## src/sgbr_pkg.sv

```systemverilog
package sgbr_pkg;

  localparam int CFG_W      = 16;
  localparam int CH_W       = 8;
  localparam int CNT_W      = 8;
  localparam int MS_W       = 16;
  localparam int IN_TIME_W  = 32;
  localparam int TIER_COUNT = 17;
  localparam int MULT_W     = 9;

  localparam logic [CH_W-1:0]  LOCK_RESET = 8'd0;
  localparam logic [CNT_W-1:0] THR_RESET  = 8'd10;
  localparam logic [MS_W-1:0]  BASE_RESET = 16'd2000;
  localparam logic [MS_W-1:0]  MAX_RESET  = 16'd30000;
  localparam logic [CNT_W-1:0] CNT_MAX    = 8'd255;

  localparam logic       MODE_SEND    = 1'b0;
  localparam logic       MODE_NOTICE  = 1'b1;
  localparam logic [1:0] SEND_OK      = 2'd0;
  localparam logic [1:0] SEND_ARG_ERR = 2'd1;

  typedef enum logic [1:0] {
    CFG_LOCK,
    CFG_THR,
    CFG_BASE,
    CFG_MAX
  } cfg_idx_t;

  typedef enum logic [2:0] {
    RES_OK,
    RES_BAD_ARGS,
    RES_PAUSED,
    RES_MISMATCH,
    RES_RECOVERING,
    RES_ARG_ERR,
    RES_OTHER_ERR
  } res_code_t;

  // Entry k holds the failure count at which tier k+1 begins, saturated at 256.
  typedef logic [TIER_COUNT-1:0][MULT_W-1:0] thr_mult_t;

  typedef struct packed {
    logic [CH_W-1:0] lock_channel;
    logic [MS_W-1:0] base_ms;
    logic [MS_W-1:0] max_ms;
    thr_mult_t       thr_mult;
  } cfg_t;

  typedef struct packed {
    logic                 mode;
    logic [IN_TIME_W-1:0] now_ms;
    logic                 args_valid;
    logic                 channel_read_ok;
    logic [CH_W-1:0]      home_ch;
    logic [CH_W-1:0]      peer_ch;
    logic                 link_connected;
    logic [1:0]           send_status;
  } item_t;

  typedef struct packed {
    res_code_t        code;
    logic             posted;
    logic [CNT_W-1:0] fails;
    logic [MS_W-1:0]  backoff;
  } res_t;

  function automatic logic [MULT_W-1:0] thr_multiple(input logic [CNT_W-1:0] thr,
                                                     input int unsigned k);
    logic [CNT_W-1:0] t;
    logic [12:0]      p;
    t = (thr == '0) ? CNT_W'(1) : thr;
    p = 13'(t) * 13'(k);
    return (p > 13'd256) ? MULT_W'(256) : p[MULT_W-1:0];
  endfunction

endpackage

```

## src/send_guard_backoff_recovery.sv

```systemverilog
// Path: a result passes through the input register, then the result register, before
// it is offered and can make its own transfer.
// Throughput: one item per cycle while results are taken; the guard state updates
// in the same cycle an item leaves the input register, so the next item sees it at once.
// Reset (rst, synchronous, active high) empties both registers, clears the guard
// state and loads the configuration defaults; no clearing pass is needed.
module send_guard_backoff_recovery #(
  parameter int TIME_BITS = 32
) (
  input  logic        clk,
  input  logic        rst,
  // Item channel.
  input  logic        in_valid,
  output logic        in_ready,
  input  logic        mode,
  input  logic [31:0] now_ms,
  input  logic        args_valid,
  input  logic        channel_read_ok,
  input  logic [7:0]  home_ch,
  input  logic [7:0]  peer_ch,
  input  logic        link_connected,
  input  logic [1:0]  send_status,
  // Result channel.
  output logic        out_valid,
  input  logic        out_ready,
  output logic [2:0]  result_code,
  output logic        connection_lost_posted,
  output logic [7:0]  failure_count,
  output logic [15:0] backoff_ms,
  // Configuration write port.
  input  logic        cfg_we,
  input  logic [1:0]  cfg_addr,
  input  logic [15:0] cfg_wdata
);
  import sgbr_pkg::*;

  cfg_t  cfg;
  item_t s1_item;
  logic  s1_valid;
  res_t  res;
  res_t  res_q;
  logic  advance;
  logic  take;

  // Both registers move together: the result register frees up whenever its
  // transfer completes, and the input register may refill in that same cycle.
  // So a new item is taken even while a finished result is still waiting,
  // as long as the input register is empty.
  assign advance  = !out_valid || out_ready;
  assign in_ready = !s1_valid || advance;
  assign take     = s1_valid && advance;

  sgbr_cfg u_cfg (
    .clk       (clk),
    .rst       (rst),
    .cfg_we    (cfg_we),
    .cfg_addr  (cfg_addr),
    .cfg_wdata (cfg_wdata),
    .cfg       (cfg)
  );

  // The core holds the recovery flags, failure counter and pause end time,
  // and decides the result of the item in the input register.
  sgbr_core #(
    .TIME_BITS (TIME_BITS)
  ) u_core (
    .clk  (clk),
    .rst  (rst),
    .take (take),
    .item (s1_item),
    .cfg  (cfg),
    .res  (res)
  );

  // Input register.
  always_ff @(posedge clk) begin
    if (rst) begin
      s1_valid <= 1'b0;
    end else if (in_ready) begin
      s1_valid <= in_valid;
    end
  end

  always_ff @(posedge clk) begin
    if (in_valid && in_ready) begin
      s1_item.mode            <= mode;
      s1_item.now_ms          <= now_ms;
      s1_item.args_valid      <= args_valid;
      s1_item.channel_read_ok <= channel_read_ok;
      s1_item.home_ch         <= home_ch;
      s1_item.peer_ch         <= peer_ch;
      s1_item.link_connected  <= link_connected;
      s1_item.send_status     <= send_status;
    end
  end

  // Result register.
  always_ff @(posedge clk) begin
    if (rst) begin
      out_valid <= 1'b0;
    end else if (advance) begin
      out_valid <= s1_valid;
    end
  end

  always_ff @(posedge clk) begin
    if (take) begin
      res_q <= res;
    end
  end

  assign result_code            = res_q.code;
  assign connection_lost_posted = res_q.posted;
  assign failure_count          = res_q.fails;
  assign backoff_ms             = res_q.backoff;

  // A connection-lost post only comes from a mismatch or a radio argument error.
  a_post_code : assert property (@(posedge clk) disable iff (rst)
    out_valid && connection_lost_posted |->
      res_q.code == RES_MISMATCH || res_q.code == RES_ARG_ERR)
    else $error("connection lost posted with an unexpected result code");

  // A pause is only started by a failed radio send.
  a_pause_code : assert property (@(posedge clk) disable iff (rst)
    out_valid && backoff_ms != '0 |->
      res_q.code == RES_ARG_ERR || res_q.code == RES_OTHER_ERR)
    else $error("pause started by an item that did not fail at the radio");

  // A started pause never exceeds the configured cap.
  a_pause_cap : assert property (@(posedge clk) disable iff (rst)
    out_valid && backoff_ms != '0 |-> backoff_ms <= cfg.max_ms)
    else $error("pause length above the cap");

  // With both registers full and the result stalled, no new transfer is taken.
  a_stall : assert property (@(posedge clk) disable iff (rst)
    s1_valid && out_valid && !out_ready |-> !in_ready && !take)
    else $error("item accepted while the pipeline is stalled and full");

endmodule

```

## src/sgbr_cfg.sv

```systemverilog
module sgbr_cfg (
  input  logic                  clk,
  input  logic                  rst,
  input  logic                  cfg_we,
  input  logic [1:0]            cfg_addr,
  input  logic [15:0]           cfg_wdata,
  output sgbr_pkg::cfg_t        cfg
);
  import sgbr_pkg::*;

  // The tier boundaries are products of the threshold with small constants,
  // formed when the threshold is written so the item path only compares.
  always_ff @(posedge clk) begin
    if (rst) begin
      cfg.lock_channel <= LOCK_RESET;
      cfg.base_ms      <= BASE_RESET;
      cfg.max_ms       <= MAX_RESET;
      for (int k = 0; k < TIER_COUNT; k++) begin
        cfg.thr_mult[k] <= thr_multiple(THR_RESET, k + 1);
      end
    end else if (cfg_we) begin
      case (cfg_idx_t'(cfg_addr))
        CFG_LOCK: cfg.lock_channel <= cfg_wdata[CH_W-1:0];
        CFG_THR: begin
          for (int k = 0; k < TIER_COUNT; k++) begin
            cfg.thr_mult[k] <= thr_multiple(cfg_wdata[CNT_W-1:0], k + 1);
          end
        end
        CFG_BASE: cfg.base_ms <= cfg_wdata[MS_W-1:0];
        CFG_MAX:  cfg.max_ms  <= cfg_wdata[MS_W-1:0];
        default: ;
      endcase
    end
  end

endmodule

```

## src/sgbr_backoff.sv

```systemverilog
module sgbr_backoff (
  input  logic [7:0]     fails,
  input  sgbr_pkg::cfg_t cfg,
  output logic           started,
  output logic [15:0]    pause
);
  import sgbr_pkg::*;

  logic [TIER_COUNT-1:0] ge;
  logic [3:0]            shift;
  logic [30:0]           shifted;

  always_comb begin
    for (int k = 0; k < TIER_COUNT; k++) begin
      ge[k] = ({1'b0, fails} >= cfg.thr_mult[k]);
    end
    // Tier boundaries rise with k, so the highest one passed gives the shift.
    shift = '0;
    for (int k = 1; k < TIER_COUNT - 1; k++) begin
      if (ge[k]) begin
        shift = 4'(k);
      end
    end
    shifted = {15'd0, cfg.base_ms} << shift;
    started = ge[0];
    if (cfg.base_ms == '0) begin
      pause = '0;
    end else if (ge[TIER_COUNT-1]) begin
      pause = cfg.max_ms;
    end else if (shifted > {15'd0, cfg.max_ms}) begin
      pause = cfg.max_ms;
    end else begin
      pause = shifted[MS_W-1:0];
    end
  end

endmodule

```

## src/sgbr_core.sv

```systemverilog
module sgbr_core #(
  parameter int TIME_BITS = 32
) (
  input  logic            clk,
  input  logic            rst,
  input  logic            take,
  input  sgbr_pkg::item_t item,
  input  sgbr_pkg::cfg_t  cfg,
  output sgbr_pkg::res_t  res
);
  import sgbr_pkg::*;

  logic                 recovery_active, recovery_active_next;
  logic                 recovery_latched, recovery_latched_next;
  logic [CNT_W-1:0]     fails, fails_next;
  logic [TIME_BITS-1:0] paused_until, paused_until_next;

  logic [TIME_BITS-1:0] now_ext;
  logic [CNT_W-1:0]     fails_clr, fails_rec, fails_inc;
  logic                 coherent, rec_clear, rec_hold;
  logic                 started;
  logic [MS_W-1:0]      pause;

  assign now_ext   = TIME_BITS'(item.now_ms);
  assign fails_clr = (paused_until != '0) ? '0 : fails;
  assign rec_clear = recovery_active && item.link_connected;
  assign rec_hold  = recovery_active && !item.link_connected;
  assign fails_rec = rec_clear ? '0 : fails_clr;
  assign fails_inc = (fails_rec == CNT_MAX) ? CNT_MAX : fails_rec + CNT_W'(1);
  assign coherent  = !item.channel_read_ok ||
                     (((item.peer_ch == '0) ||
                       (item.peer_ch == item.home_ch)) &&
                      ((cfg.lock_channel == '0) ||
                       (item.home_ch == cfg.lock_channel)));

  sgbr_backoff u_backoff (
    .fails   (fails_inc),
    .cfg     (cfg),
    .started (started),
    .pause   (pause)
  );

  always_comb begin
    recovery_active_next  = recovery_active;
    recovery_latched_next = recovery_latched;
    fails_next            = fails;
    paused_until_next     = paused_until;
    res.code              = RES_OK;
    res.posted            = 1'b0;
    res.backoff           = '0;
    if (item.mode == MODE_NOTICE) begin
      if (item.link_connected) begin
        recovery_active_next  = 1'b0;
        recovery_latched_next = 1'b0;
        fails_next            = '0;
        paused_until_next     = '0;
      end else begin
        recovery_active_next = 1'b1;
      end
    end else if (!item.args_valid) begin
      res.code = RES_BAD_ARGS;
    end else if (paused_until > now_ext) begin
      res.code = RES_PAUSED;
    end else begin
      paused_until_next = '0;
      fails_next        = fails_clr;
      if (!coherent) begin
        res.code = RES_MISMATCH;
        if (!recovery_latched) begin
          recovery_active_next  = 1'b1;
          recovery_latched_next = 1'b1;
          res.posted            = 1'b1;
        end
      end else begin
        recovery_active_next  = rec_hold;
        recovery_latched_next = rec_clear ? 1'b0 : recovery_latched;
        fails_next            = fails_rec;
        if (rec_hold) begin
          res.code = RES_RECOVERING;
        end else if (item.send_status == SEND_OK) begin
          fails_next = '0;
          res.code   = RES_OK;
        end else begin
          fails_next = fails_inc;
          if (item.send_status == SEND_ARG_ERR) begin
            res.code = RES_ARG_ERR;
            if (!recovery_latched_next) begin
              recovery_active_next  = 1'b1;
              recovery_latched_next = 1'b1;
              res.posted            = 1'b1;
            end
          end else begin
            res.code = RES_OTHER_ERR;
          end
          if (started) begin
            res.backoff       = pause;
            paused_until_next = now_ext + TIME_BITS'(pause);
          end
        end
      end
    end
    res.fails = fails_next;
  end

  always_ff @(posedge clk) begin
    if (rst) begin
      recovery_active  <= 1'b0;
      recovery_latched <= 1'b0;
      fails            <= '0;
      paused_until     <= '0;
    end else if (take) begin
      recovery_active  <= recovery_active_next;
      recovery_latched <= recovery_latched_next;
      fails            <= fails_next;
      paused_until     <= paused_until_next;
    end
  end

endmodule

```

## config.mk

```make
export PLATFORM = sky130hd
export DESIGN_NAME = send_guard_backoff_recovery
export DESIGN_NICKNAME = d
export VERILOG_FILES = /design/src/sgbr_pkg.sv /design/src/send_guard_backoff_recovery.sv /design/src/sgbr_cfg.sv /design/src/sgbr_backoff.sv /design/src/sgbr_core.sv
export SDC_FILE = /design/constraint.sdc
export NUM_CORES = 1
export LEC_CHECK = 0
export BUFFER_PORTS_ARGS = -buffer_cell sky130_fd_sc_hd__buf_4
export CAP_MARGIN = 10
export CORE_UTILIZATION = 68
export CTS_CLUSTER_SIZE = 14
export DETAILED_ROUTE_END_ITERATION = 6
export GPL_ROUTABILITY_DRIVEN = 1
export HOLD_SLACK_MARGIN = 0.08
export PLACE_DENSITY = 0.87
export SKIP_CTS_REPAIR_TIMING = 1
export SKIP_LAST_GASP = 1
export SYNTH_ARGS = -nofsm -noshare
export SYNTH_HDL_FRONTEND = slang
export SYNTH_HIERARCHICAL = 1
export SYNTH_SLANG_ARGS = --single-unit
```

## constraint.sdc

```tcl
create_clock -name clk -period 16 [get_ports clk]
set_clock_uncertainty 0.05 [all_clocks]
set_input_delay 2.4 -clock clk [delete_from_list [all_inputs] [get_ports clk]]
set_output_delay 2.4 -clock clk [all_outputs]
set_load 0.01 [all_outputs]
```

==> impl_metrics.py <==
metrics = {
    "power_and_ir_drop": {
        "pwr_density_cell_nw_per_um2": 89.0,
        "p_total_mw": 2.23,
        "vdd_drop_max_uv": 107,
        "p_leak_nw": 11.4,
    },
    "min_path": {
        "whs_endpoint": "u_cfg/cfg[52]",
        "hold_depth": 2,
        "hp-class": "reg -> reg",
        "min-delay-start": "u_cfg/cfg[52]",
    },
    "synthesis": {
        "synthMostInstantiatedCell": "inv_1",
        "seq_area_frac_synth_pct": 29.9,
        "avgSynthCellArea_sq_um": 8.90,
        "syn_inst": 2580,
        "syn_area_sq_um": 23000,
        "ys_seq_elements": 302,
        "yosysWarnings": 6,
        "synth.distinct_cells": 115,
        "ys.flop_type": "dfxtp_1",
        "synth.top_cell.area_share_pct": 19.2,
        "yosysTopAreaCell": "dfxtp_1",
        "synthArstFlopShare_pct": 0,
        "synthTopCellsByArea": "dfxtp_1 (19%), ha_1 (15%), edfxtp_1 (11%)",
        "synth_common_cells": "inv_1 (302), ha_1 (284), dfxtp_1 (220), nand2_1 (208)",
        "synth_edf_count": 82,
    },
    "timing": {
        "finalHoldViolations": 0,
        "worst_pin_slew_ns": 1.06,
        "setup_violations": 0,
        "fin_crit_ns": 12.86,
        "tns_ns": 0,
        "slew_headroom_pct": 28.6,
        "slew_violations": 0,
        "max_freq_ghz": 0.0778,
        "fin_crit_sh_pct": 80.4,
        "whs_ns": 0.408,
        "rsz0062_at_grt": "no",
    },
    "placed_design": {
        "dp_cells": 3052,
        "port_buffers": 106,
        "place_congestion": 1.01,
        "dp_hpwl_um": 51200,
    },
    "clock_tree": {
        "clock_sinks": 302,
        "numCtsBuffers": 34,
        "htreeDepth": 2,
        "cts_tree": "done",
        "root_buffer": "clkbuf_16",
        "path_clk_slew_ns": 0.06,
        "clk_path_buf_depth": 3,
        "insertion_delay_ns": 0.52,
    },
    "die": {
        "core_area_sq_um": 32900,
        "initial_core_util_pct": 69.8,
        "ioPinCount": 107,
        "rows": 66,
        "die_w_um": 186,
        "die_area_sq_um": 34500,
        "dieHeight_um": 186,
    },
    "final_layout": {
        "layout-drive-gt1-share_pct": 10.9,
        "final_util_pct": 76.4,
        "fin_nets": 3037,
        "antenna_cells": 0,
        "instances_no_fill": 3112,
        "syn2layout_area_growth_pct": 9.42,
    },
    "outcome": {
        "status": "finished, violations left",
        "violations": "DRC",
    },
    "detailed_routing": {
        "ant_nets": 0,
        "dr.pass1.iters": 7,
        "dr_total_vias": 20700,
        "drt-initial-drc-count": 2436,
        "wl_per_cell_um": 22.2,
        "route.final.wire_length_um": 69100,
        "drc_errors": 8,
        "viasPerCell": 6.66,
    },
    "global_route": {
        "overflow": 0,
        "antenna_found_initial": 1,
        "grt_max_degree": 72,
        "grt_pass1_vias": 19800,
        "grt_pass1_wl_um": 107000,
        "track_usage_pct": 39.7,
    },
    "critical_path": {
        "slowest_stage": "a21oi_2",
        "r2r_cells": 43,
        "worst_ep_required_time_ns": 16.32,
        "crit_top_cell": "a21o_1",
        "cp_max_fo": 14,
        "timing.rr.start": "u_core/paused_until[18]",
        "end_kind": "flop",
        "slowest_delay_ns": 0.73,
        "reg2reg_to": "u_core/paused_until[18]",
        "rrSetupSlack_ns": 3.14,
        "timing_worst_setup_path_type": "reg -> reg",
        "crit_arrival_ns": 13.18,
        "start_kind": "flop",
    },
    "run": {
        "drv_cap": 0,
    },
}
==> where the power goes <==
| group | switching [mW] | internal [mW] |
|---|---|---|
| clock network | 0.326 | 0.484 |
| registers | 0.0251 | 0.815 |
| logic | 0.371 | 0.213 |
| total | 0.722 | 1.51 |
==> layer usage <==
layer  vias to the layer above  share of wire, %  GRT usage [%]
met5                         -                 0          0.444
met4                         0               3.3           13.7
met1                      9841                42           53.8
li1                       9466                 -              -
met3                       199                12           9.59
met2                      1217                44           61.4
==> worst max path at each step <==
stage,start,slack (ns),to
global route,u_core/paused_until[19],2.64,u_core/paused_until[20]
floorplan,u_core/paused_until[10],5.28,u_core/paused_until[28]
finish,u_core/paused_until[18],3.14,u_core/paused_until[18]
detailed placement,u_core/paused_until[18],3.59,u_core/paused_until[20]
CTS,u_core/paused_until[18],3.54,u_core/paused_until[18]
global placement,u_core/paused_until[18],4.08,u_core/paused_until[28]
==> stage by stage <==
stage	worst slack [ns]	instance area (sq um)
finish	3.14	25100
global route	2.64	25100
CTS	3.54	25100
floorplan	5.28	23000
detailed placement	3.59	24000
global placement	4.08	24000
==> state kept, by name, indices dropped and copies added, names as in the netlist, 3 cells and up <==
name                 count
failure_count            8
s1_item                 54
u_cfg/cfg              176
result_code              3
backoff_ms              16
u_core/paused_until     32
u_core/fails             8
==> final cells by class <==
cell class / count / area [sq um]
fill: 2376 / 7750
timing repair buffer: 124 / 935
multi-input combinational: 1880 / 14500
clock buffer: 43 / 946
sequential: 302 / 6870
clock inverter: 17 / 194
tap: 442 / 553
inverter: 304 / 1140
==> kinds of logic (layout without fill, tap and decap cells) <==
group	count (synthesis)	after routing	synth area share, %
and+or+nand+nor	726	726	16.0
adders and majority gates	314	314	18.1
muxes	56	56	2.64
other	1	16	0.0163
buffers and inverters	413	488	7.41
DFF	302	302	29.9
xor gates and xnor gates	88	88	3.39
AOI/OAI and AO/OA	680	680	22.6
==> worst max-delay path: cells and delay by family, from the launching register on <==
family	cells	cell delay [ns]
buffers and inverters	2	0.38
AND/OR/NAND/NOR	13	4.47
multiplexers	4	1.30
flip-flops	1	0.33
XOR/XNOR	1	0.18
adder cells (fa/ha/maj)	4	0.93
AO/OA/AOI/OAI	19	5.04
==> layout by cell type (no fill, tap or decap), drive strengths merged, types with 43 or more instances in the layout <==
master    n
a21oi   164
nor2    163
nand2   212
a21o     48
dfxtp   220
clkbuf   43
edfxtp   82
o21ai   108
ha      284
buf     124
inv     306
nand3    80
xor2     47
(Power assumes the default switching activity.)
